### src/design/eg_pkg.sv
// Shared types and constants for the ElGamal encryption block.
package eg_pkg;
  localparam int OPERAND_BITS = 64;
  localparam int W = OPERAND_BITS;
  localparam int CNT_BITS = $clog2(W);
  localparam int FIELD_BITS = 64;
  localparam int CFG_IDX_BITS = 2;

  localparam logic [CFG_IDX_BITS-1:0] REG_MODULUS    = 2'd0;
  localparam logic [CFG_IDX_BITS-1:0] REG_GENERATOR  = 2'd1;
  localparam logic [CFG_IDX_BITS-1:0] REG_PUBLIC_KEY = 2'd2;

  typedef struct packed {
    logic         valid;
    logic [W-1:0] message;
    logic [W-1:0] nonce;
  } eg_job_t;

  typedef enum logic [2:0] {
    ST_IDLE, ST_RED1, ST_RED2, ST_SQ, ST_MUL, ST_FIN, ST_OUT
  } eg_state_t;
endpackage

### src/design/eg_if.sv
// Item channel interfaces: input (message, nonce) and result (ciphertext pair).
interface eg_in_if;
  logic        valid;
  logic        ready;
  logic [63:0] message;
  logic [63:0] nonce;
  modport source (output valid, output message, output nonce, input ready);
  modport sink (input valid, input message, input nonce, output ready);
endinterface

interface eg_out_if;
  logic        valid;
  logic        ready;
  logic [63:0] ephemeral_part;
  logic [63:0] masked_part;
  modport source (output valid, output ephemeral_part, output masked_part, input ready);
  modport sink (input valid, input ephemeral_part, input masked_part, output ready);
endinterface

### src/design/eg_front.sv
// Front end: accepts items and holds them in a two-entry queue.
module eg_front
  import eg_pkg::*;
(
  input  logic     clk,
  input  logic     rst_n,
  eg_in_if.sink    in_ch,
  output eg_job_t  job,
  input  logic     pop
);
  logic [W-1:0] msg_r [2];
  logic [W-1:0] non_r [2];
  logic         wr_ptr_r, rd_ptr_r;
  logic [1:0]   count_r;
  logic         push;

  assign in_ch.ready = (count_r != 2'd2);
  assign push = in_ch.valid && in_ch.ready;

  assign job.valid   = (count_r != 2'd0);
  assign job.message = msg_r[rd_ptr_r];
  assign job.nonce   = non_r[rd_ptr_r];

  always_ff @(posedge clk) begin
    if (push) begin
      msg_r[wr_ptr_r] <= in_ch.message[W-1:0];
      non_r[wr_ptr_r] <= in_ch.nonce[W-1:0];
    end
  end

  always_ff @(posedge clk) begin
    if (!rst_n) begin
      wr_ptr_r <= 1'b0;
      rd_ptr_r <= 1'b0;
      count_r  <= 2'd0;
    end else begin
      if (push) wr_ptr_r <= ~wr_ptr_r;
      if (pop) rd_ptr_r <= ~rd_ptr_r;
      count_r <= count_r + {1'b0, push} - {1'b0, pop};
    end
  end
endmodule

### src/design/eg_mulmod.sv
// Shift-and-add modular multiplier, one multiplier bit per cycle.
module eg_mulmod
  import eg_pkg::*;
(
  input  logic         clk,
  input  logic         rst_n,
  input  logic         start,
  input  logic [W-1:0] a,
  input  logic [W-1:0] b,
  input  logic [W-1:0] p,
  output logic         done,
  output logic [W-1:0] result
);
  logic [W-1:0]        acc_r, a_r, b_r, p_r;
  logic [CNT_BITS-1:0] cnt_r;
  logic                busy_r, done_r;
  logic [W:0]          dbl, sum;
  logic [W-1:0]        dbl_m, acc_nxt;

  // acc = 2*acc mod p, then + a mod p when the current bit is set
  always_comb begin
    dbl   = {1'b0, acc_r} + {1'b0, acc_r};
    dbl_m = (dbl >= {1'b0, p_r}) ? W'(dbl - {1'b0, p_r}) : dbl[W-1:0];
    sum   = {1'b0, dbl_m} + {1'b0, a_r};
    if (b_r[W-1])
      acc_nxt = (sum >= {1'b0, p_r}) ? W'(sum - {1'b0, p_r}) : sum[W-1:0];
    else
      acc_nxt = dbl_m;
  end

  always_ff @(posedge clk) begin
    if (start) begin
      acc_r <= '0;
      a_r   <= a;
      b_r   <= b;
      p_r   <= p;
    end else if (busy_r) begin
      acc_r <= acc_nxt;
      b_r   <= {b_r[W-2:0], 1'b0};
    end
  end

  always_ff @(posedge clk) begin
    if (!rst_n) begin
      busy_r <= 1'b0;
      done_r <= 1'b0;
      cnt_r  <= '0;
    end else begin
      done_r <= 1'b0;
      if (start) begin
        busy_r <= 1'b1;
        cnt_r  <= CNT_BITS'(W - 1);
      end else if (busy_r) begin
        cnt_r <= cnt_r - 1'b1;
        if (cnt_r == '0) begin
          busy_r <= 1'b0;
          done_r <= 1'b1;
        end
      end
    end
  end

  assign done   = done_r;
  assign result = acc_r;
endmodule

### src/design/eg_back.sv
// Back end: sequences two modular exponentiations and the final multiply by m, and drives the result register.
module eg_back
  import eg_pkg::*;
(
  input  logic         clk,
  input  logic         rst_n,
  input  eg_job_t      job,
  output logic         pop,
  input  logic [W-1:0] p,
  input  logic [W-1:0] g,
  input  logic [W-1:0] h,
  eg_out_if.source     out_ch
);
  eg_state_t           state_r, state_nxt;
  logic                issued_r, issued_nxt;
  logic [CNT_BITS-1:0] bit_r, bit_nxt;
  logic [W-1:0]        m_r, r_r, mr_r, gb_r, hb_r, acc_a_r, acc_b_r, c1_r;
  logic [W-1:0]        m_nxt, r_nxt, mr_nxt, gb_nxt, hb_nxt, acc_a_nxt, acc_b_nxt, c1_nxt;
  logic                out_valid_r, out_valid_nxt;
  logic [W-1:0]        ep_r, mp_r, ep_nxt, mp_nxt;
  logic                start;
  logic [W-1:0]        op_a0, op_b0, op_a1, op_b1, res_a, res_b;
  logic                done_a, done_b;
  logic [W-1:0]        one;
  logic                p_zero;

  assign one    = (p == W'(1)) ? '0 : W'(1);
  assign p_zero = (p == '0);

  eg_mulmod u_mul_a (
    .clk, .rst_n, .start, .a(op_a0), .b(op_b0), .p, .done(done_a), .result(res_a)
  );
  eg_mulmod u_mul_b (
    .clk, .rst_n, .start, .a(op_a1), .b(op_b1), .p, .done(done_b), .result(res_b)
  );

  always_comb begin
    state_nxt     = state_r;
    issued_nxt    = issued_r;
    bit_nxt       = bit_r;
    m_nxt         = m_r;
    r_nxt         = r_r;
    mr_nxt        = mr_r;
    gb_nxt        = gb_r;
    hb_nxt        = hb_r;
    acc_a_nxt     = acc_a_r;
    acc_b_nxt     = acc_b_r;
    c1_nxt        = c1_r;
    ep_nxt        = ep_r;
    mp_nxt        = mp_r;
    out_valid_nxt = out_valid_r && !out_ch.ready;
    pop           = 1'b0;
    start         = 1'b0;
    op_a0 = acc_a_r; op_b0 = acc_a_r;
    op_a1 = acc_b_r; op_b1 = acc_b_r;

    unique case (state_r)
      ST_RED1: begin op_a0 = one; op_b0 = g; op_a1 = one; op_b1 = h; end
      ST_RED2: begin op_a0 = one; op_b0 = m_r; op_a1 = one; op_b1 = m_r; end
      ST_MUL:  begin op_b0 = gb_r; op_b1 = hb_r; end
      ST_FIN:  begin op_a1 = mr_r; op_b1 = acc_b_r; end
      default: ;
    endcase

    if (state_r != ST_IDLE && state_r != ST_OUT && !issued_r) begin
      start      = 1'b1;
      issued_nxt = 1'b1;
    end

    unique case (state_r)
      ST_IDLE: begin
        if (job.valid) begin
          pop       = 1'b1;
          m_nxt     = job.message;
          r_nxt     = job.nonce;
          bit_nxt   = CNT_BITS'(W - 1);
          state_nxt = ST_RED1;
        end
      end
      ST_RED1: if (done_a) begin
        gb_nxt     = res_a;
        hb_nxt     = res_b;
        issued_nxt = 1'b0;
        state_nxt  = ST_RED2;
      end
      ST_RED2: if (done_a) begin
        mr_nxt     = res_a;
        acc_a_nxt  = one;
        acc_b_nxt  = one;
        issued_nxt = 1'b0;
        state_nxt  = ST_SQ;
      end
      ST_SQ, ST_MUL: if (done_a) begin
        acc_a_nxt  = res_a;
        acc_b_nxt  = res_b;
        issued_nxt = 1'b0;
        if (state_r == ST_SQ && r_r[W-1]) begin
          state_nxt = ST_MUL;
        end else if (bit_r == '0) begin
          state_nxt = ST_FIN;
        end else begin
          bit_nxt   = bit_r - 1'b1;
          r_nxt     = {r_r[W-2:0], 1'b0};
          state_nxt = ST_SQ;
        end
      end
      ST_FIN: if (done_a) begin
        c1_nxt     = res_b;
        issued_nxt = 1'b0;
        state_nxt  = ST_OUT;
      end
      ST_OUT: begin
        // wait for the result register to free up
        if (!out_valid_nxt) begin
          out_valid_nxt = 1'b1;
          ep_nxt        = p_zero ? '0 : acc_a_r;
          mp_nxt        = p_zero ? '0 : c1_r;
          state_nxt     = ST_IDLE;
        end
      end
      default: state_nxt = ST_IDLE;
    endcase
  end

  always_ff @(posedge clk) begin
    if (!rst_n) begin
      state_r     <= ST_IDLE;
      issued_r    <= 1'b0;
      out_valid_r <= 1'b0;
    end else begin
      state_r     <= state_nxt;
      issued_r    <= issued_nxt;
      out_valid_r <= out_valid_nxt;
    end
  end

  always_ff @(posedge clk) begin
    bit_r   <= bit_nxt;
    m_r     <= m_nxt;
    r_r     <= r_nxt;
    mr_r    <= mr_nxt;
    gb_r    <= gb_nxt;
    hb_r    <= hb_nxt;
    acc_a_r <= acc_a_nxt;
    acc_b_r <= acc_b_nxt;
    c1_r    <= c1_nxt;
    ep_r    <= ep_nxt;
    mp_r    <= mp_nxt;
  end

  assign out_ch.valid          = out_valid_r;
  assign out_ch.ephemeral_part = FIELD_BITS'(ep_r);
  assign out_ch.masked_part    = FIELD_BITS'(mp_r);

  a_lanes_lockstep: assert property (@(posedge clk) disable iff (!rst_n)
    done_a == done_b) else $error("multiplier lanes out of step");
  a_idle_not_issued: assert property (@(posedge clk) disable iff (!rst_n)
    state_r == ST_IDLE |-> !issued_r) else $error("multiply pending in idle");
  a_done_only_issued: assert property (@(posedge clk) disable iff (!rst_n)
    done_a |-> issued_r) else $error("multiply finished without request");
  a_pop_from_idle: assert property (@(posedge clk) disable iff (!rst_n)
    pop |=> state_r == ST_RED1) else $error("pop did not start a job");
endmodule

### src/design/elgamal_encrypt.sv
// ElGamal encryption block: c0 = g^r mod p, c1 = m * h^r mod p.
//
// Channels: in_ch carries (message, nonce), out_ch carries
// (ephemeral_part, masked_part); an item moves when valid and ready are
// both high. cfg_we/cfg_index/cfg_wdata write modulus (0), generator (1)
// and public key (2); other indexes are ignored. Write only while idle.
//
// Arithmetic: two shift-and-add modular multipliers run in lockstep. An
// item needs two reduction products, OPERAND_BITS squarings, one
// multiply per set nonce bit and a final product.
// A two-item input queue keeps accepting while one item is in work, and
// the result register lets the next item start while a result waits.
//
// Reset: registers return to p=11, g=2, h=1; queue and result emptied.
// A stalled receiver holds the result; work stops only when the next
// result is done and the register is still full.
module elgamal_encrypt
  import eg_pkg::*;
(
  input  logic                    clk,
  input  logic                    rst_n,
  eg_in_if.sink                   in_ch,
  eg_out_if.source                out_ch,
  input  logic                    cfg_we,
  input  logic [CFG_IDX_BITS-1:0] cfg_index,
  input  logic [FIELD_BITS-1:0]   cfg_wdata
);
  logic [FIELD_BITS-1:0] modulus_r, generator_r, public_key_r;
  eg_job_t               job;
  logic                  pop;

  always_ff @(posedge clk) begin
    if (!rst_n) begin
      modulus_r    <= FIELD_BITS'(11);
      generator_r  <= FIELD_BITS'(2);
      public_key_r <= FIELD_BITS'(1);
    end else if (cfg_we) begin
      unique case (cfg_index)
        REG_MODULUS:    modulus_r    <= cfg_wdata;
        REG_GENERATOR:  generator_r  <= cfg_wdata;
        REG_PUBLIC_KEY: public_key_r <= cfg_wdata;
        default: ;
      endcase
    end
  end

  eg_front u_front (.clk, .rst_n, .in_ch, .job, .pop);

  eg_back u_back (
    .clk, .rst_n, .job, .pop,
    .p(modulus_r[W-1:0]), .g(generator_r[W-1:0]), .h(public_key_r[W-1:0]),
    .out_ch
  );
endmodule
### src/flat_wrapper.sv
// flat-port wrapper written by rule: the top's interface ports become plain ports
module elgamal_encrypt_flat import eg_pkg::*;
  (clk, rst_n, cfg_we, cfg_index, cfg_wdata, in_ch_valid, in_ch_message, in_ch_nonce, in_ch_ready, out_ch_valid, out_ch_ephemeral_part, out_ch_masked_part, out_ch_ready);
  eg_in_if in_ch_i ();
  eg_out_if out_ch_i ();
  input  logic clk;
  input  logic rst_n;
  input  logic cfg_we;
  input  logic [CFG_IDX_BITS-1:0] cfg_index;
  input  logic [FIELD_BITS-1:0] cfg_wdata;
  input wire logic [$bits(in_ch_i.valid)-1:0] in_ch_valid;
  input wire logic [$bits(in_ch_i.message)-1:0] in_ch_message;
  input wire logic [$bits(in_ch_i.nonce)-1:0] in_ch_nonce;
  output wire logic [$bits(in_ch_i.ready)-1:0] in_ch_ready;
  output wire logic [$bits(out_ch_i.valid)-1:0] out_ch_valid;
  output wire logic [$bits(out_ch_i.ephemeral_part)-1:0] out_ch_ephemeral_part;
  output wire logic [$bits(out_ch_i.masked_part)-1:0] out_ch_masked_part;
  input wire logic [$bits(out_ch_i.ready)-1:0] out_ch_ready;
  assign in_ch_i.valid = in_ch_valid;
  assign in_ch_i.message = in_ch_message;
  assign in_ch_i.nonce = in_ch_nonce;
  assign in_ch_ready = in_ch_i.ready;
  assign out_ch_valid = out_ch_i.valid;
  assign out_ch_ephemeral_part = out_ch_i.ephemeral_part;
  assign out_ch_masked_part = out_ch_i.masked_part;
  assign out_ch_i.ready = out_ch_ready;
  elgamal_encrypt u_core (.clk(clk), .rst_n(rst_n), .in_ch(in_ch_i), .out_ch(out_ch_i), .cfg_we(cfg_we), .cfg_index(cfg_index), .cfg_wdata(cfg_wdata));
endmodule
### config.mk
export PLATFORM = sky130hd
export DESIGN_NAME = elgamal_encrypt_flat
export DESIGN_NICKNAME = d
export VERILOG_FILES = /design/src/design/eg_pkg.sv /design/src/design/eg_if.sv /design/src/design/eg_front.sv /design/src/design/eg_mulmod.sv /design/src/design/eg_back.sv /design/src/design/elgamal_encrypt.sv /design/src/flat_wrapper.sv
export SDC_FILE = /design/constraint.sdc
export NUM_CORES = 2
export LEC_CHECK = 0
export ABC_CLOCK_PERIOD_IN_PS = 13100
export BUFFER_PORTS_ARGS = -buffer_cell sky130_fd_sc_hd__buf_4
export CAP_MARGIN = 10
export CELL_PAD_IN_SITES_DETAIL_PLACEMENT = 1
export CELL_PAD_IN_SITES_GLOBAL_PLACEMENT = 1
export CORE_MARGIN = 10
export CORE_UTILIZATION = 35
export DETAILED_ROUTE_END_ITERATION = 6
export PLACE_DENSITY = 0.58
export SLEW_MARGIN = 10
export SYNTH_ARGS = -nofsm -noshare
export SYNTH_HDL_FRONTEND = slang
export SYNTH_SLANG_ARGS = --single-unit
### constraint.sdc
create_clock -name clk -period 13.1 [get_ports clk]
set_clock_uncertainty 0.15 [all_clocks]
set_input_delay 2.62 -clock clk [delete_from_list [all_inputs] [get_ports clk]]
set_output_delay 2.62 -clock clk [all_outputs]
set_load 0.05 [all_outputs]
==> reports/metrics.cfg <==
[routing]
viasPerCell = 5.82
drc = 1
drt_iter0_markers = 7468
num_vias = 72100
post_drt_wl_per_cell_um = 30.3
drtPass1Iterations = 7
final_antenna_net_count = 0
routed_wl_um = 375000

[finish]
multi_input_area_um2 = 40400
n_fill_cell = 27500
drive_above_1_share_pct = 11.1
area_growth_syn_to_layout_pct = 14.1
register_area_um2 = 43600
nets = 9483

[sta]
setup_viol = 0
max_freq_mhz = 84.1
final_max_slew_viol_count = 0
fin_crit_sh_pct = 90.8
setup-tns-final_ns = 0
hold_viol_final = 0
rsz0062_at_grt = no
post-route-min-period_ns = 11.89
slew_headroom_pct = 14.4
tightestPinTransition_ns = 1.28
setup_ws_ns = 1.21

[clocking]
root_buffer = clkbuf_16
cts_buffers = 184
clock_path_buffers = 3
holdBufCountCts = 0
insertion_delay_ns = 0.88
cts_resized = 0
cts_tree = yes
h-tree-depth = 4
cts_setup_buffers = 0
clk_pin_slew_worst_paths_ns = 0.06
cts.sinks = 1567

[synthesis]
synth-edff-count = 1222
synth_top_area_share_pct = 42.1
synth_top_flop_cell = edfxtp_1
syn_avg_cell_area_um2 = 9.96
synthXorXnorAreaFrac_pct = 3.67
ys_ff_latch = 1567
syn_nets = 9353
synth_mux_area_share_pct = 2.59
syn_inst = 8756
yosys_warnings = 0
synth_cell_types = 106
netlist_top_cells_area = edfxtp_1 42%, dfxtp_1 7.9%, ha_1 5.6%, nand2_1 5.4%, a21oi_1 4.5%
synthAdderAreaFrac_pct = 5.76
synthArstFlopShare_pct = 0
synth_top_area_cell = edfxtp_1
ys_seq_area_share_pct = 50.0
synth_top_family_by_area = compound AO/OA/AOI/OAI gates
synth-simple-area-share_pct = 13.1
netlist_area_um2 = 87200
synth_compound_area_share_pct = 21.1

[placed_design]
place_hpwl_um = 286000
routabilityCongestion = 0.933
numPortBuffers = 328
dp_slack_ns = 1.45

[critical_path]
path_class = register to register
cp.arrival_ns = 12.43
cp_slowest_cell = a21oi_4
start_kind = register
cp-end-kind = register
cpMostUsedCell = o21ai_0
critical-path-max-stage-delay_ns = 0.76
crit_path_max_fanout = 78
worst_ep_required_time_ns = 13.64

[run_status]
status = finished with violations
violations = DRC

[floorplanning]
io_pins = 329
die_h_um = 519
dieArea_um2 = 269000
start_util_pct = 35.1
rows = 183
core_area_um2 = 248000
die_w_um = 519

[min_path]
hp-class = register to register

[global_route]
grtUsageTotal_pct = 26.6
antenna_found_initial = 41
first_global_vias = 71900
grt_pass1_wl_um = 531000
grt_max_degree = 176
grt_overflow = 0

[flow_run]
max-cap-violations = 0

==> path summary, 6_finish.rpt <==
kind / end / slack (ns) / depth (start not counted) / startpoint
setup reg to reg: u_core.u_back.u_mul_a.result[7]$_SDFFE_PP0P_ / 1.21 / 35 / u_core.u_back.u_mul_a.p_r[4]$_DFFE_PP_
hold reg to reg: u_core.generator_r[30]$_SDFFE_PN0P_ / 0.31 / 2 / u_core.generator_r[30]$_SDFFE_PN0P_
hold / removal: u_core.generator_r[30]$_SDFFE_PN0P_ / 0.31 / 2 / u_core.generator_r[30]$_SDFFE_PN0P_
setup / recovery: u_core.u_back.u_mul_a.result[7]$_SDFFE_PP0P_ / 1.21 / 35 / u_core.u_back.u_mul_a.p_r[4]$_DFFE_PP_
==> logic make-up after synthesis <==
family,Yosys count
multiplexers,211
adder cells (fa/ha/maj),398
AO/OA/AOI/OAI,2855
XOR/XNOR,365
buffers and inverters,852
flip-flops,1567
AND/OR/NAND/NOR,2508
==> state kept, by name (all words and copies together), names as in the netlist, 64 cells and up, named ones only <==
name                                 cells
u_core.generator_r                      64
u_core.u_back.mr_r                      64
u_core.u_back.acc_b_r                   64
u_core.u_back.r_r                       64
u_core.u_back.u_mul_a.p_r               64
u_core.u_back.u_mul_a.result            64
u_core.u_back.hb_r                      64
u_core.u_back.u_mul_b.result            64
u_core.u_front.non_r                   128
u_core.u_back.gb_r                      64
u_core.u_back.u_mul_b.b_r               64
u_core.u_front.msg_r                   128
u_core.u_back.acc_a_r                   64
u_core.public_key_r                     64
u_core.modulus_r                        64
u_core.u_back.u_mul_a.a_r               64
u_core.u_back.out_ch.ephemeral_part     64
u_core.u_back.u_mul_b.a_r               64
u_core.u_back.m_r                       64
u_core.u_back.u_mul_a.b_r               64
u_core.u_back.c1_r                      64
u_core.u_back.out_ch.masked_part        64
==> routing by layer <==
metal	share of wire [%]	wire (um)	GRT usage (%)	vias to the layer above
met4	2.5	9390	6.25	20
met2	41	154000	38.3	2595
li1	-	-	-	32500
met5	0.035	131	0	-
met1	49	182000	40.7	36700
met3	7.8	29400	5.26	389
==> layout by cell type (no fill, tap or decap), types with 236 or more instances in the layout <==
cell type	count
and2_1	294
dfxtp_1	339
nor2_1	390
nand2_1	1259
buf_4	459
inv_1	316
ha_1	392
a21o_1	246
o21ai_0	671
edfxtp_1	1222
xnor2_1	236
a21oi_1	779
==> cell usage after synthesis (44+ instances only) <==
master    count
mux2i_1      98
o21ai_0     671
clkbuf_1    453
nand2b_1     53
and3_1       51
nor2_1      397
nand3_1     143
nand2_1    1261
edfxtp_1   1222
dfxtp_1     345
xor2_1      129
o21bai_1     82
a21o_1      246
nand4_1      85
nor2b_1      44
o211ai_1     73
a21oi_1     782
a32o_1      125
inv_1       319
o31ai_1      92
a21boi_0    211
nor3_1       63
ha_1        392
mux2_2      113
a211oi_1     55
a31oi_1      62
and2_1      294
o22ai_1     132
o21a_1       55
xnor2_1     236
==> area by class of cell <==
type | instances | share of cell area, %
multi-input combinational | 6337 | 40.7
inverter | 325 | 1.24
clock inverter | 100 | 1.13
antenna | 10 | 0.0252
timing repair buffer | 471 | 3.70
sequential | 1567 | 43.9
clock buffer | 247 | 5.19
tap | 3330 | 4.19
==> per-stage QoR <==
stage / hold slack [ns] / std cells / utilization (%) / instance area (um^2)
4_1_cts: 0.313 / 12400 / 40.0 / 99400
5_1_grt: 0.328 / 12400 / 40.0 / 99400
3_3_place_gp: 0.289 / 12000 / 37.5 / 93100
6_report: 0.314 / 12400 / 40.1 / 99400
2_1_floorplan: 0.280 / 8756 / - / 87200
3_5_place_dp: 0.298 / 12000 / 37.5 / 93100
==> critical path: cells and delay by family, from the launching register on <==
family	cells	cell delay, ns
AO/OA/AOI/OAI	19	5.64
XOR/XNOR	1	0.19
adder cells (fa/ha/maj)	3	1.18
buffers and inverters	3	0.82
flip-flops	1	0.37
AND/OR/NAND/NOR	9	3.16
Power is left out: the tool's default activity adds up to more than one toggle a clock period on the data nets, which glitch-free logic cannot reach.
